<file path="src/pcv_div.sv">
module pcv_div #(
	parameter int NW    = 8,
	parameter int DW    = 4,
	parameter int LANES = 1,
	parameter int SW    = 1
) (
	input  logic                       clk,
	input  logic                       arst_n,
	input  logic                       en,
	input  logic                       in_valid,
	input  logic [LANES-1:0][NW-1:0]   num,
	input  logic [DW-1:0]              den,
	input  logic [SW-1:0]              side_in,
	output logic                       out_valid,
	output logic [LANES-1:0][NW-1:0]   quo,
	output logic [SW-1:0]              side_out
);

	// Restoring division, one quotient bit per stage. The numerator shifts out
	// of the top of nq while quotient bits shift in at the bottom.
	logic                      valid_s [NW+1];
	logic [LANES-1:0][NW-1:0]  nq_s    [NW+1];
	logic [LANES-1:0][DW-1:0]  rem_s   [NW+1];
	logic [DW-1:0]             den_s   [NW+1];
	logic [SW-1:0]             side_s  [NW+1];

	assign valid_s[0] = in_valid;
	assign nq_s[0]    = num;
	assign rem_s[0]   = '0;
	assign den_s[0]   = den;
	assign side_s[0]  = side_in;

	for (genvar k = 0; k < NW; k++) begin : g_stage
		logic [LANES-1:0][DW-1:0] rem_nx;
		logic [LANES-1:0][NW-1:0] nq_nx;

		always_comb begin
			logic [DW:0] trial;
			trial = '0;
			for (int l = 0; l < LANES; l++) begin
				trial = {rem_s[k][l], nq_s[k][l][NW-1]};
				if (trial >= {1'b0, den_s[k]}) begin
					rem_nx[l] = DW'(trial - {1'b0, den_s[k]});
					nq_nx[l]  = {nq_s[k][l][NW-2:0], 1'b1};
				end else begin
					rem_nx[l] = trial[DW-1:0];
					nq_nx[l]  = {nq_s[k][l][NW-2:0], 1'b0};
				end
			end
		end

		always_ff @(posedge clk or negedge arst_n) begin
			if (!arst_n) begin
				valid_s[k+1] <= 1'b0;
			end else if (en) begin
				valid_s[k+1] <= valid_s[k];
			end
		end

		always_ff @(posedge clk) begin
			if (en) begin
				nq_s[k+1]   <= nq_nx;
				rem_s[k+1]  <= rem_nx;
				den_s[k+1]  <= den_s[k];
				side_s[k+1] <= side_s[k];
			end
		end
	end

	assign out_valid = valid_s[NW];
	assign quo       = nq_s[NW];
	assign side_out  = side_s[NW];

endmodule

</file>
<file path="config.mk">
export PLATFORM = sky130hd
export DESIGN_NAME = pcv_div
export DESIGN_NICKNAME = d
export VERILOG_FILES = /design/src/pcv_div.sv
export SDC_FILE = /design/constraint.sdc
export NUM_CORES = 1
export LEC_CHECK = 0
export BUFFER_PORTS_ARGS = -buffer_cell sky130_fd_sc_hd__clkbuf_2
export CAP_MARGIN = 25
export CORE_MARGIN = 2
export CORE_UTILIZATION = 48
export DETAILED_ROUTE_END_ITERATION = 10
export GPL_TIMING_DRIVEN = 0
export PLACE_DENSITY = 0.76
export SLEW_MARGIN = 5
export SYNTH_ARGS = -nofsm -noshare
export SYNTH_HDL_FRONTEND = slang
export SYNTH_SLANG_ARGS = --single-unit
</file>
<file path="constraint.sdc">
create_clock -name clk -period 2 [get_ports clk]
set_clock_uncertainty 0.2 [all_clocks]
set_input_delay 0.3 -clock clk [delete_from_list [all_inputs] [get_ports clk]]
set_output_delay 0.3 -clock clk [all_outputs]
set_load 0.01 [all_outputs]
</file>
---- Yosys cells after proc, flatten, opt, wreduce, memory -nomap -nowiden ----
Index checks and enable logic that the tools add are counted.
storage, ports and cells
  flip-flop bits (word level) ............. 136
  word-level logic and storage cells ...... 69
operators by class
  $add $sub $neg .......................... 7
  $lt $le $gt $ge ......................... 8
  muxes and demuxes ....................... 15
operators with widths
  cell         count
  $ge 5x4->1   7
  $mux 4       6
  $sub 4x4->4  6
  $mux 1       9
  $ge 1x4->1   1
  $sub 1x4->4  1

---- Longest topological paths before layout ----
Gate-level depths: netlist of the first run.
  depth in word-level cells ............... 2
  gate-level depth with buffers ........... 7
  depth with buffers taken out ............ 7

---- Least setup slack after synthesis of the first run ----
No wires, ideal clock.
  kind .................................... reg2reg
  start ................................... reg den_s[29] in the netlist's numbering
  end ..................................... reg g_stage[2].$4.trial[3] (netlist name)
  library setup time ...................... 0.260 ns
  data arrival time ....................... 1.355 ns
  data required time ...................... 1.540 ns
  setup slack ............................. 0.184 ns
  stages on the path, launching flop included .. 7
  clock period less this slack ............ 1.816 ns
  path through ............................ edfxtp_1 > inv_1 > ha_1 > nand4_1 > nand2_1 > nor2_4 > mux2_4
RTL lines
  item                             RTL line  source
  start, declared                  24        logic [DW-1:0] den_s [NW+1];
  start signal, assigned by index  64        den_s[k+1] <= den_s[k];

==> results of run 1 <==
-- power by group through the flow --
stage	Sequential, uW	Combinational [uW]	Clock (uW)
floorplan	3690	795	0
global placement	3710	991	0
detailed placement	3720	1060	0
CTS	3660	1090	3000
global route	3700	1280	3130
finish	3660	1150	2940
-- logic make-up (layout without fill, tap and decap cells) --
kind of cell             Yosys count  after routing  share of synthesized area (%)
AO/OA/AOI/OAI                     24             24                           2.72
XOR/XNOR                           6              6                          0.945
adder cells (fa/ha/maj)           36             36                           8.91
buffers and inverters             45            125                           3.06
flip-flops                       136            136                           72.7
multiplexers                      26             26                           5.40
AND/OR/NAND/NOR                   66             66                           6.21
-- state kept, by name (all words and copies together), names as in the netlist --
register          flops
den_s                28
g_stage.$4.trial     35
nq_s                 49
out_valid             1
quo                   8
side_out              1
side_s                7
valid_s               7
-- final timing paths --
path                                                         end  slack [ns]  depth (start not counted)
worst max-delay path            g_stage[4].$4.trial[3]$_DFFE_PP_        0.06                          6
worst min-delay path                      valid_s[2]$_DFFE_PN0P_        0.06                          2
worst min register to register                nq_s[34]$_DFFE_PP_        0.21                          0
max in group asynchronous                  out_valid$_DFFE_PN0P_        1.36                          2
min in group clk                              nq_s[34]$_DFFE_PP_        0.21                          0
worst max register to register  g_stage[4].$4.trial[3]$_DFFE_PP_        0.06                          6
-- routing by layer --
layer  track usage (%)  routed length, um
met5                 0                  0
met2              23.0               4100
met1              12.5               2790
met3              4.08                264
met4              6.50                172
-- per-stage QoR --
stage	setup TNS (ns)	worst slack, ns	util, %	hold WS, ns
floorplan	0	0.184	-	-0.196
global placement	-160.38	-1.67	51.6	-0.0582
detailed placement	-0.591	-0.0827	51.9	-0.0429
CTS	0	0.0443	58.2	0.0587
global route	0	0.000626	59.1	0.0751
finish	0	0.0618	59.1	0.0587
-- cells in the mapped netlist --
cell type	number	area, um^2
buf_2	1	5.00
dfrtp_1	8	200
nor3_1	12	60.1
a21oi_2	6	52.6
mux2_4	6	90.1
o21ai_1	7	35.0
edfxtp_1	128	3840
nand2b_1	7	43.8
nand2_1	7	26.3
mux2_2	8	90.1
ha_1	30	375
a21oi_1	7	35.0
a21o_1	2	15.0
a211o_1	1	8.76
fa_1	6	120
nor2_1	26	97.6
nor2_4	6	67.6
xnor2_1	6	52.6
nor2b_1	1	6.26
inv_1	44	165
and2_1	1	6.26
nand4_1	6	37.5
o21ai_0	1	5.00
mux2i_1	12	120
-- area by class of cell --
cell class / count / area share, %
Timing Repair Buffer: 48 / 5.39
Sequential cell: 136 / 60.2
Tap cell: 143 / 2.66
Clock buffer: 19 / 6.91
Multi-Input combinational cell: 158 / 20.7
Clock inverter: 13 / 1.53
Inverter: 44 / 2.46
Buffer: 1 / 0.0745
-- placed cells by master, fill, tap and decap left out, types with 8 or more instances in the layout --
cell type	count
clkbuf_2	25
ha_1	27
mux2_2	8
edfxtp_1	128
nor2_1	26
dfrtp_1	8
inv_1	43
dlygate4sd3_1	15
clkbuf_16	18
mux2i_1	12
nor3_1	12
-- repair_timing --
action                                  in CTS  in global routing
setup buffers                                0                  6
hold buffers                                15                  0
endpoints found under the setup margin       0                  5
resized for setup                            0                  7
endpoints found under the hold margin       22                  0
==> flow_summary_export.csv, run 1 <==
group,metric,value,unit
finish,nNetsFinal,459,
global_route,grt_max_degree,70,
pwr,intPower,5830,uW
pwr,ir_worst_vdd,599,uV
run,maxCapViolations,0,
placement,dpl_cell_area,0.00590,mm^2
global_route,antenna_found_initial,0,
global_route,grt_pass1_vias,2925,
critical_path,crit_type,"reg2reg",
drt,drcViolationCount,0,
global_route,grt_use_total,12.5,%
placement,port_buffers,26,
run_status,status,"finished, final reports clean",
finish,area_growth,20.8,%
pwr,switching_share,24.9,%
sta,slew_viol_final,0,
floorplan,die_area,0.0125,mm^2
pwr,power_frac_seq,47.3,%
critical_path,crit_chain,"inv_1 -> ha_1 -> nand2b_1 -> a21oi_2 -> nor2_4 -> mux2_4",
finish,final_layout_size_suffix_gt1_share,23.6,%
critical_path,startpoint,"den_s[21]$_DFFE_PP_",
critical_path,critPathBufInv,1,
critical_path,r2r_start,"den_s[21]$_DFFE_PP_",
cts,numCtsBuffers,17,
drt,wl_per_cell,13.0,um
synth,avgSynthCellArea,16.4,um^2
critical_path,max_stage_delay,0.37,ns
pwr,combPwrFrac,14.9,%
finish,multi_input_area,0.00139,mm^2
synth,synth-seq-cells,136,
global_route,grt_pass1_wl,12200,um
floorplan,start_util,48.9,%
pwr,leakage,0.00266,uW
critical_path,path_max_fanout,4,
cts,cts_sinks,136,
floorplan,die_y,112,um
placement,dp_hpwl,4510,um
sta,maxSlewHeadroom,67.2,%
worst_hold_path,hp-class,"in2async",
pwr,p_per_area,1160,mW/mm^2
drt,drtIter0Drc,132,
critical_path,crit_path_end_kind,"register",
finish,nFillCells,856,
synth,synth_area,0.00556,mm^2
sta,rsz0062_at_grt,"false",
floorplan,die_x,112,um
drt,antenna_left,0,
pwr,total_power,7760,uW
synth,synth_cells,339,
sta,final_hold_viol_count,0,
synth,synth-warning-count,0,
drt,vias,2781,
placement,place_inst,509,
critical_path,crit_required,1.95,ns
pwr,switching_power,1930,uW
drt,dr.pass1.iters,4,
cts,cts_max_path_buffers,2,
sta,min_period,1.94,ns
critical_path,slowest_stage,"edfxtp_1",
sta,tightest_slew,0.492,ns
sta,min_period_over_period,96.9,%
global_route,gr-total-overflow,0,
finish,final-seq-area,0.00404,mm^2
critical_path,start_kind,"register",
drt,via_per_inst,4.95,
critical_path,cp.arrival,1.89,ns
finish,fin_cells,562,
floorplan,pin_count,27,
finish,final_area,0.00671,mm^2
synth,yosysSeqAreaShare,72.7,%
cts,htreeDepth,4,
cts,clk_pin_slew_worst_paths,0.06,ns
pwr,p_clk_share,37.9,%
sta,max_clock_freq,516,MHz
critical_path,cp_top_family,"flip-flops",
finish,diodes,0,
cts,tritoncts,"done",
synth,synth_cell_types,24,
floorplan,fp.coreArea,0.0114,mm^2
sta,setup_viol,0,
cts,insertion_delay,0.41,ns
cts,root_buffer,"clkbuf_16",
synth,synth_nets,392,
placement,routabilityCongestion,0.793,
drt,finalWirelength,7330,um
floorplan,fp-row-count,39,
Power figures use the tool's default switching activity.
==> run 2, diff against run 1 <==
Settings changed: CTS_CLUSTER_DIAMETER set to 60, MAX_ROUTING_LAYER set to met4.
==> run 2 against run 1 <==
Compared with the run above: cell count unchanged; clock power hardly changed; utilization unchanged; largest cell class unchanged; non-clock buffer count did not move; sequential share of layout area stayed put; sequential power barely moved; hold slack worse by 0.0013 ns; largest power group unchanged; fmax down 0.11%; power barely moved; combinational power hardly changed; global-route usage grew 0.44 points; highest routed layer unchanged; via count fell by 0.93%.
==> flow_summary_export.csv, run 2 (synthesized netlist as in run 1, its figures left out) <==
group,metric,value,unit
run_status,status,"finished, final reports clean",
finish,diodes,0,
finish,nFillCells,856,
pwr,leakage,0.00266,uW
critical_path,crit_chain,"inv_1 -> ha_1 -> nand2b_1 -> a21oi_2 -> nor2_4 -> mux2_4",
global_route,antenna_found_initial,0,
sta,rsz0062_at_grt,"false",
critical_path,cp.arrival,1.89,ns
critical_path,crit_required,1.95,ns
global_route,gr-total-overflow,0,
finish,final-seq-area,0.00404,mm^2
finish,area_growth,20.8,%
pwr,switching_share,24.9,%
pwr,p_per_area,1160,mW/mm^2
placement,dp_hpwl,4510,um
critical_path,path_max_fanout,4,
sta,tightest_slew,0.492,ns
placement,port_buffers,26,
finish,final_cell_mix,"edfxtp_1, inv_1, ha_1",
floorplan,fp-row-count,39,
sta,min_period,1.94,ns
floorplan,die_x,112,um
finish,final_common_cell,"edfxtp_1",
finish,regMostFlops,"nq_s",
cts,root_buffer,"clkbuf_16",
worst_hold_path,hp-class,"in2async",
drt,drcViolationCount,0,
global_route,grt_pass1_wl,12300,um
pwr,intPower,5830,uW
finish,nNetsFinal,459,
finish,final_layout_size_suffix_gt1_share,23.6,%
floorplan,pin_count,27,
sta,slew_viol_final,0,
placement,routabilityCongestion,0.804,
drt,via_per_inst,4.90,
sta,final.setup.worst_slack,0.0597,ns
drt,antenna_left,0,
floorplan,start_util,48.9,%
critical_path,start_kind,"register",
cts,insertion_delay,0.41,ns
drt,vias,2755,
sta,final_hold_viol_count,0,
critical_path,critPathBufInv,1,
finish,multi_input_area,0.00139,mm^2
cts,tritoncts,"done",
drt,wl_per_cell,13.0,um
sta,setup_viol,0,
cts,cts_sinks,136,
pwr,p_clk_share,37.9,%
floorplan,die_y,112,um
pwr,power_frac_seq,47.2,%
drt,finalWirelength,7330,um
sta,max_clock_freq,515,MHz
pwr,ir_worst_vdd,599,uV
floorplan,die_area,0.0125,mm^2
critical_path,crit_path_end_kind,"register",
sta,maxSlewHeadroom,67.2,%
run,maxCapViolations,0,
critical_path,crit_type,"reg2reg",
floorplan,fp.coreArea,0.0114,mm^2
finish,largest_reg_flops,49,
critical_path,slowest_stage,"edfxtp_1",
finish,fin_util,59.1,%
global_route,grt_pass1_vias,2928,
cts,numCtsBuffers,17,
placement,pre_cts_ws,-0.0827,ns
drt,dr.pass1.iters,4,
cts,cts_max_path_buffers,2,
pwr,combPwrFrac,14.9,%
sta,min_period_over_period,97.0,%
global_route,grt_use_total,12.9,%
drt,drtIter0Drc,120,
pwr,switching_power,1930,uW
critical_path,cp_top_family,"flip-flops",
global_route,grt_max_degree,70,
critical_path,max_stage_delay,0.37,ns
cts,htreeDepth,4,
cts,clk_pin_slew_worst_paths,0.06,ns
run 2: cell counts in the layout (fill, tap and decap cells not counted):
No cell type changed its count.
run 2: worst paths after layout:
check	slack, ns	end	cells past startpoint	startpoint
setup / recovery	0.06	g_stage[4].$4.trial[3]$_DFFE_PP_	6	den_s[21]$_DFFE_PP_
hold / removal	0.06	valid_s[2]$_DFFE_PN0P_	2	arst_n
setup reg to reg	0.06	g_stage[4].$4.trial[3]$_DFFE_PP_	6	den_s[21]$_DFFE_PP_
hold reg to reg	0.22	nq_s[34]$_DFFE_PP_	0	nq_s[41]$_DFFE_PP_
max in group asynchronous	1.36	out_valid$_DFFE_PN0P_	2	arst_n
min in group clk	0.22	nq_s[34]$_DFFE_PP_	0	nq_s[41]$_DFFE_PP_
run 2: cell type report:
type                    count  share of cell area (%)
clock inverters            13                    1.53
repair buffers             48                    5.39
flip-flops and latches    136                    60.2
well taps                 143                    2.66
multi-input cells         158                    20.7
inverters                  44                    2.46
plain buffers               1                  0.0745
clock buffers              19                    6.91
run 2: power by group through the flow:
stage,Clock (uW),Sequential (uW),Combinational [uW]
final,2940,3660,1150
after global routing,3130,3700,1280
after CTS,3000,3660,1090
after global placement,0,3710,991
after floorplan,0,3690,795
after detailed placement,0,3720,1060
run 2: through the flow:
step | area, um^2 | std cells | power (uW) | hold slack (ns) | TNS [ns]
6_report | 6710 | 562 | 7760 | 0.0574 | 0
5_1_grt | 6710 | 562 | 8120 | 0.0751 | 0
4_1_cts | 6620 | 556 | 7750 | 0.0587 | 0
3_5_place_dp | 5900 | 509 | 4780 | -0.0429 | -0.591
3_3_place_gp | 5870 | 508 | 4700 | -0.0582 | -160.38
2_1_floorplan | 5560 | 339 | 4490 | -0.196 | 0
run 2: per-layer routing:
| metal | wire length (um) | vias up | track usage (%) |
|---|---|---|---|
| met5 | 0 | - | - |
| met4 | 175 | 0 | 6.50 |
| met3 | 255 | 21 | 4.08 |
| met2 | 4100 | 49 | 23.0 |
| met1 | 2790 | 1315 | 12.6 |
| li1 | - | 1370 | - |
run 2: timing repair:
item	in CTS	in global routing
hold endpoints to repair	22	0
hold buffers	15	0
setup endpoints to repair	0	5
buffers inserted	0	6
resized for setup	0	7
